## src/sv/mri_pkg.sv

```systemverilog
package mri_pkg;

  localparam int MAX_PARTICLES = 256;
  localparam int CNT_W = $clog2(MAX_PARTICLES + 1);
  localparam int ADDR_W = $clog2(MAX_PARTICLES);
  localparam int SUM_W = 25;
  localparam int VAL_W = 17;
  localparam int IDX_W = 9;
  localparam int ACT_W = 2;

  localparam logic [ACT_W-1:0] ACT_CLEAR = 2'd0;
  localparam logic [ACT_W-1:0] ACT_LOAD = 2'd1;
  localparam logic [ACT_W-1:0] ACT_DRAW = 2'd2;

  typedef struct packed {
    logic clear;
    logic load;
    logic start;
    logic step;
    logic deliver;
  } cmd_t;

  typedef struct packed {
    logic empty;
    logic srch_done;
    logic out_busy;
  } sts_t;

endpackage

```

## src/sv/mri_ctrl.sv

```systemverilog
module mri_ctrl (
  input  logic                      clk,
  input  logic                      rst_n,
  input  logic                      in_valid,
  input  logic [mri_pkg::ACT_W-1:0] in_action,
  output logic                      in_ready,
  input  mri_pkg::sts_t             sts,
  output mri_pkg::cmd_t             cmd
);
  import mri_pkg::*;

  localparam logic [1:0] ST_IDLE = 2'd0;
  localparam logic [1:0] ST_SEARCH = 2'd1;
  localparam logic [1:0] ST_DONE = 2'd2;

  logic [1:0] state_r;
  logic [1:0] state_nxt;

  always_comb begin
    state_nxt = state_r;
    cmd = '0;
    in_ready = 1'b0;
    case (state_r)
      ST_IDLE: begin
        in_ready = 1'b1;
        if (in_valid) begin
          case (in_action)
            ACT_CLEAR: cmd.clear = 1'b1;
            ACT_LOAD: cmd.load = 1'b1;
            ACT_DRAW: begin
              cmd.start = 1'b1;
              state_nxt = sts.empty ? ST_DONE : ST_SEARCH;
            end
            default: ;
          endcase
        end
      end
      ST_SEARCH: begin
        cmd.step = 1'b1;
        if (sts.srch_done) begin
          state_nxt = ST_DONE;
        end
      end
      ST_DONE: begin
        if (!sts.out_busy) begin
          cmd.deliver = 1'b1;
          state_nxt = ST_IDLE;
        end
      end
      default: state_nxt = ST_IDLE;
    endcase
  end

  always_ff @(posedge clk) begin
    if (!rst_n) begin
      state_r <= ST_IDLE;
    end else begin
      state_r <= state_nxt;
    end
  end

`ifndef SYNTHESIS
  a_no_take_busy: assert property (@(posedge clk) disable iff (!rst_n)
    state_r != ST_IDLE |-> !in_ready)
    else $error("item taken while a draw is in progress");
  a_search_ends: assert property (@(posedge clk) disable iff (!rst_n)
    state_r == ST_SEARCH && sts.srch_done |=> state_r == ST_DONE)
    else $error("search did not hand over to delivery");
  a_empty_skips: assert property (@(posedge clk) disable iff (!rst_n)
    cmd.start && sts.empty |=> state_r == ST_DONE)
    else $error("draw on an empty set entered the search");
`endif

endmodule

```

## config.mk

```make
export PLATFORM = sky130hd
export DESIGN_NAME = mri_ctrl
export DESIGN_NICKNAME = d
export VERILOG_FILES = /design/src/sv/mri_pkg.sv /design/src/sv/mri_ctrl.sv
export SDC_FILE = /design/constraint.sdc
export NUM_CORES = 1
export LEC_CHECK = 0
export BUFFER_PORTS_ARGS = -buffer_cell sky130_fd_sc_hd__buf_2
export CAP_MARGIN = 20
export CORE_AREA = 2 2 39 41
export CTS_BUF_LIST = sky130_fd_sc_hd__clkbuf_8
export DETAILED_ROUTE_END_ITERATION = 10
export DIE_AREA = 0 0 41 43
export PLACE_DENSITY_LB_ADDON = 0.08
export REMOVE_ABC_BUFFERS = 1
export SLEW_MARGIN = 20
export SYNTH_ARGS = -nofsm -noshare
export SYNTH_HDL_FRONTEND = slang
export SYNTH_SLANG_ARGS = --single-unit
```

## constraint.sdc

```tcl
create_clock -name clk -period 1 [get_ports clk]
set_input_delay 0 -clock clk [delete_from_list [all_inputs] [get_ports clk]]
set_output_delay 0 -clock clk [all_outputs]
set_load 0.02 [all_outputs]
```

==> results of run 1 <==
==> Yosys cell counts <==
library cell,n,area [sq um]
o2bb2ai_1,1,8.76
and4bb_1,1,12.5
nor2_1,1,3.75
nand3b_4,1,20.0
nand2b_1,1,6.26
nor3b_2,1,12.5
nor2b_2,1,8.76
dfxtp_1,2,40.0
nor3_1,1,5.00
and4b_1,1,10.0
nor3b_1,1,7.51
nand2_1,1,3.75
o31a_1,1,8.76
nor4b_1,1,8.76
o21a_1,1,7.51
==> kinds of logic after synthesis <==
kind of cell,after synthesis
and+or+nand+nor,11
AOI/OAI and AO/OA,3
DFF,2
==> path summary, 6_finish.rpt <==
path / from / to / slack, ns / depth (start not counted)
setup / recovery: state_r[1] / cmd[4] / 0.009 / 3
hold / removal: rst_n / state_r[1] / 0.02 / 2
setup reg to reg: state_r[0] / state_r[1] / 0.06 / 3
hold reg to reg: state_r[1] / state_r[0] / 0.56 / 2
==> final cells by class <==
type                    count  area (sq um)
clock buffers               3          41.3
fillers                   154          1050
multi-input cells          14           136
flip-flops and latches      2          47.5
well taps                  16          20.0
repair buffers             14          87.6
==> critical path, stage by stage (launching register included) <==
cell and delay, ns:
dfxtp_4 0.35, nor2_4 0.11, and4bb_1 0.21, buf_6 0.12
==> through the flow <==
stage          total power, mW  setup TNS, ns  cell area [sq um]  setup WS [ns]  utilization, %
6_report                 0.467              0                333        0.00858            24.1
5_1_grt                  0.495        -0.0758                333        -0.0387            24.1
4_1_cts                  0.486        -0.0120                323       -0.00901            23.3
3_5_place_dp             0.149              0                249         0.0409            18.0
3_3_place_gp             0.148              0                249         0.0339            18.0
2_1_floorplan            0.119         -0.159                164        -0.0676               -
==> power by group <==
group          internal [mW]  total (mW)  switching [mW]
Combinational         0.0379      0.0703          0.0324
Clock                  0.254       0.312          0.0579
Sequential            0.0793      0.0845         0.00516
Total                  0.371       0.467          0.0955
==> cell usage in the layout (no fill, tap or decap) <==
master and n:
nand2_1 1, nor3_1 1, nand2b_1 1, nor2b_2 1
nor2_4 1, buf_2 10, nand3b_4 1, and4b_1 1
o31a_1 1, nor4b_1 1, buf_6 2, o2bb2ai_1 1
buf_4 2, o21a_1 1, dfxtp_4 2, nor3b_2 2
and4bb_1 1, clkbuf_8 3
==> per-layer routing <==
| metal | up-vias | part of all wire (%) | track usage [%] |
|---|---|---|---|
| li1 | 97 | - | - |
| met1 | 85 | 36 | 6.71 |
| met2 | 6 | 53 | 7.50 |
| met3 | 0 | 11 | 4.71 |
| met4 | 0 | 0 | 4.00 |
| met5 | - | 0 | 0 |
==> what timing repair did <==
| action | CTS | global route |
|---|---|---|
| setup endpoints to repair | 4 | 5 |
| gates resized for setup | 9 | 3 |
| pin swaps | 3 | 0 |
| setup buffers | 1 | 0 |
==> results.sh, run 1 <==
export IMPL_vias_per_cell=3.84
export IMPL_post_synth_instance_area_sq_um=164
export IMPL_largestRegisters="state_r: 2 flops"
export IMPL_synthAdderAreaFrac_pct=0
export IMPL_drc_errors=0
export IMPL_dieArea_sq_mm=0.00176
export IMPL_synthXorXnorAreaFrac_pct=0
export IMPL_antenna_found_initial=0
export IMPL_wl_per_cell_microns=9.29
export IMPL_synth_seq_cells=2
export IMPL_end_kind="output port"
export IMPL_synthCells=16
export IMPL_syn_to_final_growth_pct=103
export IMPL_min_delay_path_class="in2reg"
export IMPL_worst_setup_path_start_kind="flop"
export IMPL_clk_latency_ns=0.21
export IMPL_cts_made_buffers=3
export IMPL_place_inst=45
export IMPL_crit_type="reg2out"
export IMPL_final_nets=43
export IMPL_dr_pass1_iters=2
export IMPL_worst_pin_slew_ns=0.240
export IMPL_slew_headroom_pct=83.8
export IMPL_largest_register_ffs=2
export IMPL_synth_top_family_by_area="simple AND/OR/NAND/NOR gates"
export IMPL_clk_pin_slew_ns=0.03
export IMPL_hpwl_microns=336
export IMPL_drt_iter0_markers=3
export IMPL_ios=14
export IMPL_ctsHoldBuffers=0
export IMPL_overflow=0
export IMPL_crit_required_ns=1.00
export IMPL_synthSimpleGateAreaFrac_pct=60.3
export IMPL_initial_utilization_pct=11.8
export IMPL_arrival_ns=0.99
export IMPL_stdcell_count=49
export IMPL_final_antenna_net_count=0
export IMPL_die_h_microns=43
export IMPL_cap_violations=0
export IMPL_core_area_sq_mm=0.00138
export IMPL_status="completed"
export IMPL_yosys_warnings=0
export IMPL_rsz0062_at_grt="true"
export IMPL_cts_max_level=1
export IMPL_hold_slack_ns=0.0195
export IMPL_cts_buffer_depth=2
export IMPL_vdd_drop_max_v=0.000465
export IMPL_grt_pass1_wl_microns=662
export IMPL_synth_cell_types=15
export IMPL_period_minus_slack_ns=0.991
export IMPL_synth_mux_area_share_pct=0
export IMPL_cts_tree="yes"
export IMPL_hold_viol=0
export IMPL_seq_area_frac_synth_pct=24.4
export IMPL_gp_congestion=0.594
export IMPL_avgSynthCellArea_sq_um=10.2
export IMPL_leakagePower_nw=0.157
export IMPL_slew_violations=0
export IMPL_num_rows=14
export IMPL_drive_gt1_share_pct=72.7
export IMPL_p_per_area_mw_per_mm2=1400
export IMPL_fin_worst_skew_ns=0.00240
export IMPL_fin_crit_sh_pct=99.1
export IMPL_numPortBuffers=13
export IMPL_first_global_vias=171
export IMPL_diodes=0
export IMPL_grt_max_degree=9
export IMPL_cts_sinks=2
export IMPL_path_max_fanout=6
export IMPL_root_buffer="clkbuf_8"
export IMPL_die_w_microns=41
export IMPL_finalWirelength_microns=455
export IMPL_vias=188
export IMPL_setup_violations=0
export IMPL_grtUsageTotal_pct=6.01
export IMPL_fmax_mhz=1010
export IMPL_synth_compound_area_share_pct=15.3
export IMPL_regMostFlops="state_r"
Note: power is estimated with default switching activity, not from simulation.
==> run 2: changes to the inputs <==
--- a/config.mk
+++ b/config.mk
@@ -12,7 +12,6 @@
 export DETAILED_ROUTE_END_ITERATION = 10
 export DIE_AREA = 0 0 41 43
 export PLACE_DENSITY_LB_ADDON = 0.08
-export REMOVE_ABC_BUFFERS = 1
 export SLEW_MARGIN = 20
 export SYNTH_ARGS = -nofsm -noshare
 export SYNTH_HDL_FRONTEND = slang
==> run 2 against run 1 <==
Net effect: setup slack got worse by 0.0061 ns; combinational power increased by 5.7%; register-to-register slack about the same; sequential power decreased by 0.8%; critical endpoint unchanged; wire length increased by 6.6%; non-clock buffer count increased by 1; highest routed layer unchanged; clock skew increased by 0.0022 ns; worst hold slack got worse by 0.0071 ns; critical path depth unchanged; power increased by 0.94%; critical path type unchanged; first-iteration DRC count decreased by 67%; count of clock-buffer cells in the layout unchanged.
==> results.sh, run 2 (same netlist as run 1, synthesis figures left out) <==
export IMPL_cts_buffer_depth=2
export IMPL_worst_setup_path_start_kind="flop"
export IMPL_die_w_microns=41
export IMPL_arrival_ns=1.00
export IMPL_grt_pass1_wl_microns=786
export IMPL_slew_violations=0
export IMPL_wl_met1_microns=220
export IMPL_grt_max_degree=9
export IMPL_layout_common_cells="buf_2, clkbuf_8, buf_4"
export IMPL_crit_type="reg2out"
export IMPL_stdcell_count=50
export IMPL_crit_required_ns=1.00
export IMPL_cts_max_level=1
export IMPL_reg2reg_from="state_r[1]"
export IMPL_cts_made_buffers=3
export IMPL_regMostFlops="state_r"
export IMPL_antenna_found_initial=0
export IMPL_fmax_mhz=1000
export IMPL_syn_to_final_growth_pct=111
export IMPL_p_per_area_mw_per_mm2=1360
export IMPL_vias_per_cell=3.70
export IMPL_met3_length_microns=35
export IMPL_ios=14
export IMPL_hold_viol=0
export IMPL_cts_tree="yes"
export IMPL_overflow=0
export IMPL_min_delay_path_class="in2reg"
export IMPL_holdCritStartpoint="rst_n"
export IMPL_hpwl_microns=358
export IMPL_num_rows=14
export IMPL_final_common_cell="buf_2"
export IMPL_rsz0062_at_grt="true"
export IMPL_fin_worst_skew_ns=0.00464
export IMPL_end_kind="output port"
export IMPL_root_buffer="clkbuf_8"
export IMPL_first_global_vias=201
export IMPL_dieArea_sq_mm=0.00176
export IMPL_largest_register_ffs=2
export IMPL_wl_per_cell_microns=9.70
export IMPL_initial_utilization_pct=11.8
export IMPL_cap_violations=0
export IMPL_dr_pass1_iters=2
export IMPL_finalWirelength_microns=485
export IMPL_clk_latency_ns=0.21
export IMPL_numPortBuffers=13
export IMPL_die_h_microns=43
export IMPL_setup_violations=0
export IMPL_leakagePower_nw=0.162
export IMPL_top_layer_used="met3"
export IMPL_clk_pin_slew_ns=0.03
export IMPL_path_max_fanout=4
export IMPL_drt_iter0_markers=1
export IMPL_core_area_sq_mm=0.00138
export IMPL_vdd_drop_max_v=0.00118
export IMPL_status="completed"
export IMPL_largestRegisters="state_r: 2 flops"
export IMPL_vias=185
export IMPL_final_antenna_net_count=0
export IMPL_drive_gt1_share_pct=73.5
export IMPL_ctsHoldBuffers=0
export IMPL_final_nets=44
export IMPL_critPathLaunch="state_r[1]"
export IMPL_fin_crit_sh_pct=99.7
export IMPL_slew_headroom_pct=83.3
export IMPL_grtUsageTotal_pct=6.91
export IMPL_place_inst=45
export IMPL_power_uw=471
export IMPL_diodes=0
export IMPL_tns_ns=0
export IMPL_wl_met2_microns=229
export IMPL_period_minus_slack_ns=0.997
export IMPL_worst_pin_slew_ns=0.247
export IMPL_drc_errors=0
export IMPL_cts_sinks=2
export IMPL_synth_nets=24
export IMPL_gp_congestion=0.688
[run 2: changes by cell type in the layout (fill, tap and decap cells not counted)]
cell	previous run	this run
nor2b_4	0	1
buf_4	2	3
nor2b_2	1	0
[run 2: power by group]
part	leakage [nW]	internal, mW	switching (mW)
clock network	0.0216	0.254	0.0589
registers	0.0178	0.0793	0.00452
logic	0.123	0.0398	0.0345
total	0.162	0.373	0.0979
[run 2: worst max-delay path, cell delays in order, from the launching register on]
cell and delay [ns]:
dfxtp_4 0.35, nor2_4 0.11, and4bb_1 0.21, buf_6 0.12
[run 2: final timing paths]
check	to	slack, ns	depth (start not counted)
max	cmd[4]	0.003	3
min	state_r[1]	0.01	2
max reg2reg	state_r[1]	0.05	3
min reg2reg	state_r[0]	0.63	2
[run 2: final cells by class]
cell class	count	area [sq um]
fillers	154	1040
clock buffers	3	41.3
well taps	16	20.0
flip-flops and latches	2	47.5
multi-input cells	14	141
repair buffers	15	95.1
[run 2: per-stage QoR]
stage	cell area, sq um	util, %	setup WS (ns)	hold slack [ns]
final	345	25.0	0.00252	0.0124
after global placement	256	18.5	0.0204	0.224
after global routing	345	25.0	-0.0613	0.0258
after CTS	335	24.2	-0.00120	0.0136
after floorplan	171	-	-0.0235	0.0817
after detailed placement	256	18.5	0.0113	0.231
[run 2: metal layers]
metal,vias up,GRT usage [%]
li1,100,-
met4,0,2.00
met3,0,6.28
met1,80,7.67
met5,-,0
met2,5,9.38
[run 2: what timing repair did]
item | in CTS | in global routing
pin swaps | 3 | 0
buffers inserted | 2 | 0
endpoints found under the hold margin | 0 | 0
setup endpoints to repair | 4 | 6
cloned | 0 | 0
gates resized for setup | 8 | 3
==> run 3: changes to the inputs <==
==> constraint.sdc (replaced) <==
create_clock -name clk -period 1.1 [get_ports clk]
set_input_delay 0 -clock clk [delete_from_list [all_inputs] [get_ports clk]]
set_output_delay 0 -clock clk [all_outputs]
set_load 0.02 [all_outputs]
==> run 3 against run 2 <==
Net effect: wire length decreased by 9.9%; clock skew shrank 0.0031 ns; register-to-register slack gained 0.11 ns.
==> results.sh, run 3 (same netlist as run 1, synthesis figures left out) <==
export IMPL_diodes=0
export IMPL_vdd_drop_max_v=0.000584
export IMPL_use_met1_pct=6.03
export IMPL_ff2ff_path_depth=3
export IMPL_num_rows=14
export IMPL_cts_buffer_depth=2
export IMPL_cts_tree="yes"
export IMPL_stdcell_count=48
export IMPL_path_max_fanout=7
export IMPL_final_nets=42
export IMPL_crit_required_ns=1.10
export IMPL_drive_gt1_share_pct=68.8
export IMPL_cts_sinks=2
export IMPL_place_inst=45
export IMPL_gp_congestion=0.589
export IMPL_use_met3_pct=3.14
export IMPL_fmax_mhz=978
export IMPL_use_met2_pct=8.44
export IMPL_p_per_area_mw_per_mm2=1400
export IMPL_dieArea_sq_mm=0.00176
export IMPL_holdCritStartpoint="rst_n"
export IMPL_end_kind="output port"
export IMPL_hold_path_depth=2
export IMPL_die_w_microns=41
export IMPL_r2r_setup_slack_ns=0.16
export IMPL_status="completed"
export IMPL_final_antenna_net_count=0
export IMPL_layout_common_cells="buf_2, clkbuf_8, dfxtp_2"
export IMPL_final_common_cell="buf_2"
export IMPL_period_minus_slack_ns=1.02
export IMPL_ios=14
export IMPL_min_delay_path_class="in2reg"
export IMPL_reg2reg_from="state_r[0]"
export IMPL_crit_type="reg2out"
export IMPL_grtUsageTotal_pct=6.10
export IMPL_syn_to_final_growth_pct=83.2
export IMPL_drc_errors=0
export IMPL_rsz0062_at_grt="false"
export IMPL_wl_per_cell_microns=9.10
export IMPL_post_cts_buffers=0
export IMPL_finalWirelength_microns=437
export IMPL_overflow=0
export IMPL_slew_violations=0
export IMPL_core_area_sq_mm=0.00138
export IMPL_worst_setup_path_start_kind="flop"
export IMPL_numPortBuffers=13
export IMPL_largestRegisters="state_r: 2 flops"
export IMPL_rr_endpoint="state_r[1]"
export IMPL_antenna_found_initial=0
export IMPL_grt_busiest_layer="met2"
export IMPL_clk_pin_slew_ns=0.03
export IMPL_drt_iter0_markers=0
export IMPL_slew_headroom_pct=83.1
export IMPL_vias=182
export IMPL_dr_pass1_iters=1
export IMPL_leakagePower_nw=0.147
export IMPL_ctsHoldBuffers=0
export IMPL_min_to="state_r[1]"
export IMPL_vias_per_cell=3.79
export IMPL_die_h_microns=43
export IMPL_setup_violations=0
export IMPL_clk_latency_ns=0.21
export IMPL_first_global_vias=181
export IMPL_initial_utilization_pct=11.8
export IMPL_largest_register_ffs=2
export IMPL_root_buffer="clkbuf_8"
export IMPL_worst_pin_slew_ns=0.251
export IMPL_fin_worst_skew_ns=0.00157
export IMPL_grt_pass1_wl_microns=683
export IMPL_regMostFlops="state_r"
export IMPL_grt_max_degree=9
export IMPL_cts_made_buffers=3
export IMPL_cts_max_level=1
export IMPL_hold_viol=0
export IMPL_synth_nets=24
export IMPL_fin_crit_sh_pct=93.0
export IMPL_cap_violations=0
export IMPL_nFillCells=168
export IMPL_tns_ns=0
export IMPL_arrival_ns=1.02
## run 3: changes by cell type in the layout (fill, tap and decap cells not counted)
cell,before,now
nor3b_1,0,1
dfxtp_2,0,2
buf_6,2,0
buf_2,10,13
dfxtp_4,2,0
nor2b_4,1,0
nor2b_2,0,1
nor3b_2,2,1
buf_4,3,0
## run 3: timing repair
item                       in CTS  in global routing
pin swaps                       0                  0
resized for setup               2                  2
setup endpoints to repair       2                  3
hold endpoints to repair        0                  0
## run 3: layer usage
layer / part of all wire, % / vias to the layer above
li1: - / 95
met1: 41 / 81
met2: 49 / 6
met3: 9.6 / 0
met4: 0 / 0
met5: 0 / -
## run 3: worst max path at each step
stage	to	startpoint	cells after the start	slack, ns
global placement	state_r[1]	state_r[0]	3	0.14
floorplan	cmd[3]	state_r[0]	2	0.03
global route	cmd[0]	state_r[1]	2	0.007
finish	cmd[0]	state_r[1]	2	0.08
CTS	cmd[4]	state_r[0]	3	0.008
detailed placement	state_r[1]	state_r[0]	3	0.14
## run 3: worst max-delay path, stage by stage, from the launching register on
cell and delay (ns):
dfxtp_2 0.41, nor3b_1 0.21, buf_2 0.19
## run 3: per-stage QoR
step	setup WS, ns	cell area [sq um]	util, %	total power, mW	hold WS (ns)
2_1_floorplan	0.0324	164	-	0.108	0.0817
3_3_place_gp	0.137	249	18.0	0.135	0.226
3_5_place_dp	0.137	249	18.0	0.136	0.235
4_1_cts	0.00843	294	21.2	0.433	0.0162
5_1_grt	0.00720	300	21.7	0.446	0.0192
6_report	0.0772	300	21.7	0.420	0.0205
## run 3: report_power, final
group          internal (mW)  total [mW]  leakage [nW]  switching [mW]
Combinational         0.0282      0.0557         0.108          0.0275
Clock                  0.231       0.283        0.0216          0.0522
Sequential            0.0758      0.0811        0.0172         0.00531
Total                  0.335       0.420         0.147          0.0851
## run 3: final cells by class
| class | count | area (sq um) | share of cell area (%) |
|---|---|---|---|
| multi-input cells | 14 | 131 | 43.8 |
| repair buffers | 13 | 65.1 | 21.7 |
| flip-flops and latches | 2 | 42.5 | 14.2 |
| well taps | 16 | 20.0 | 6.67 |
| clock buffers | 3 | 41.3 | 13.7 |
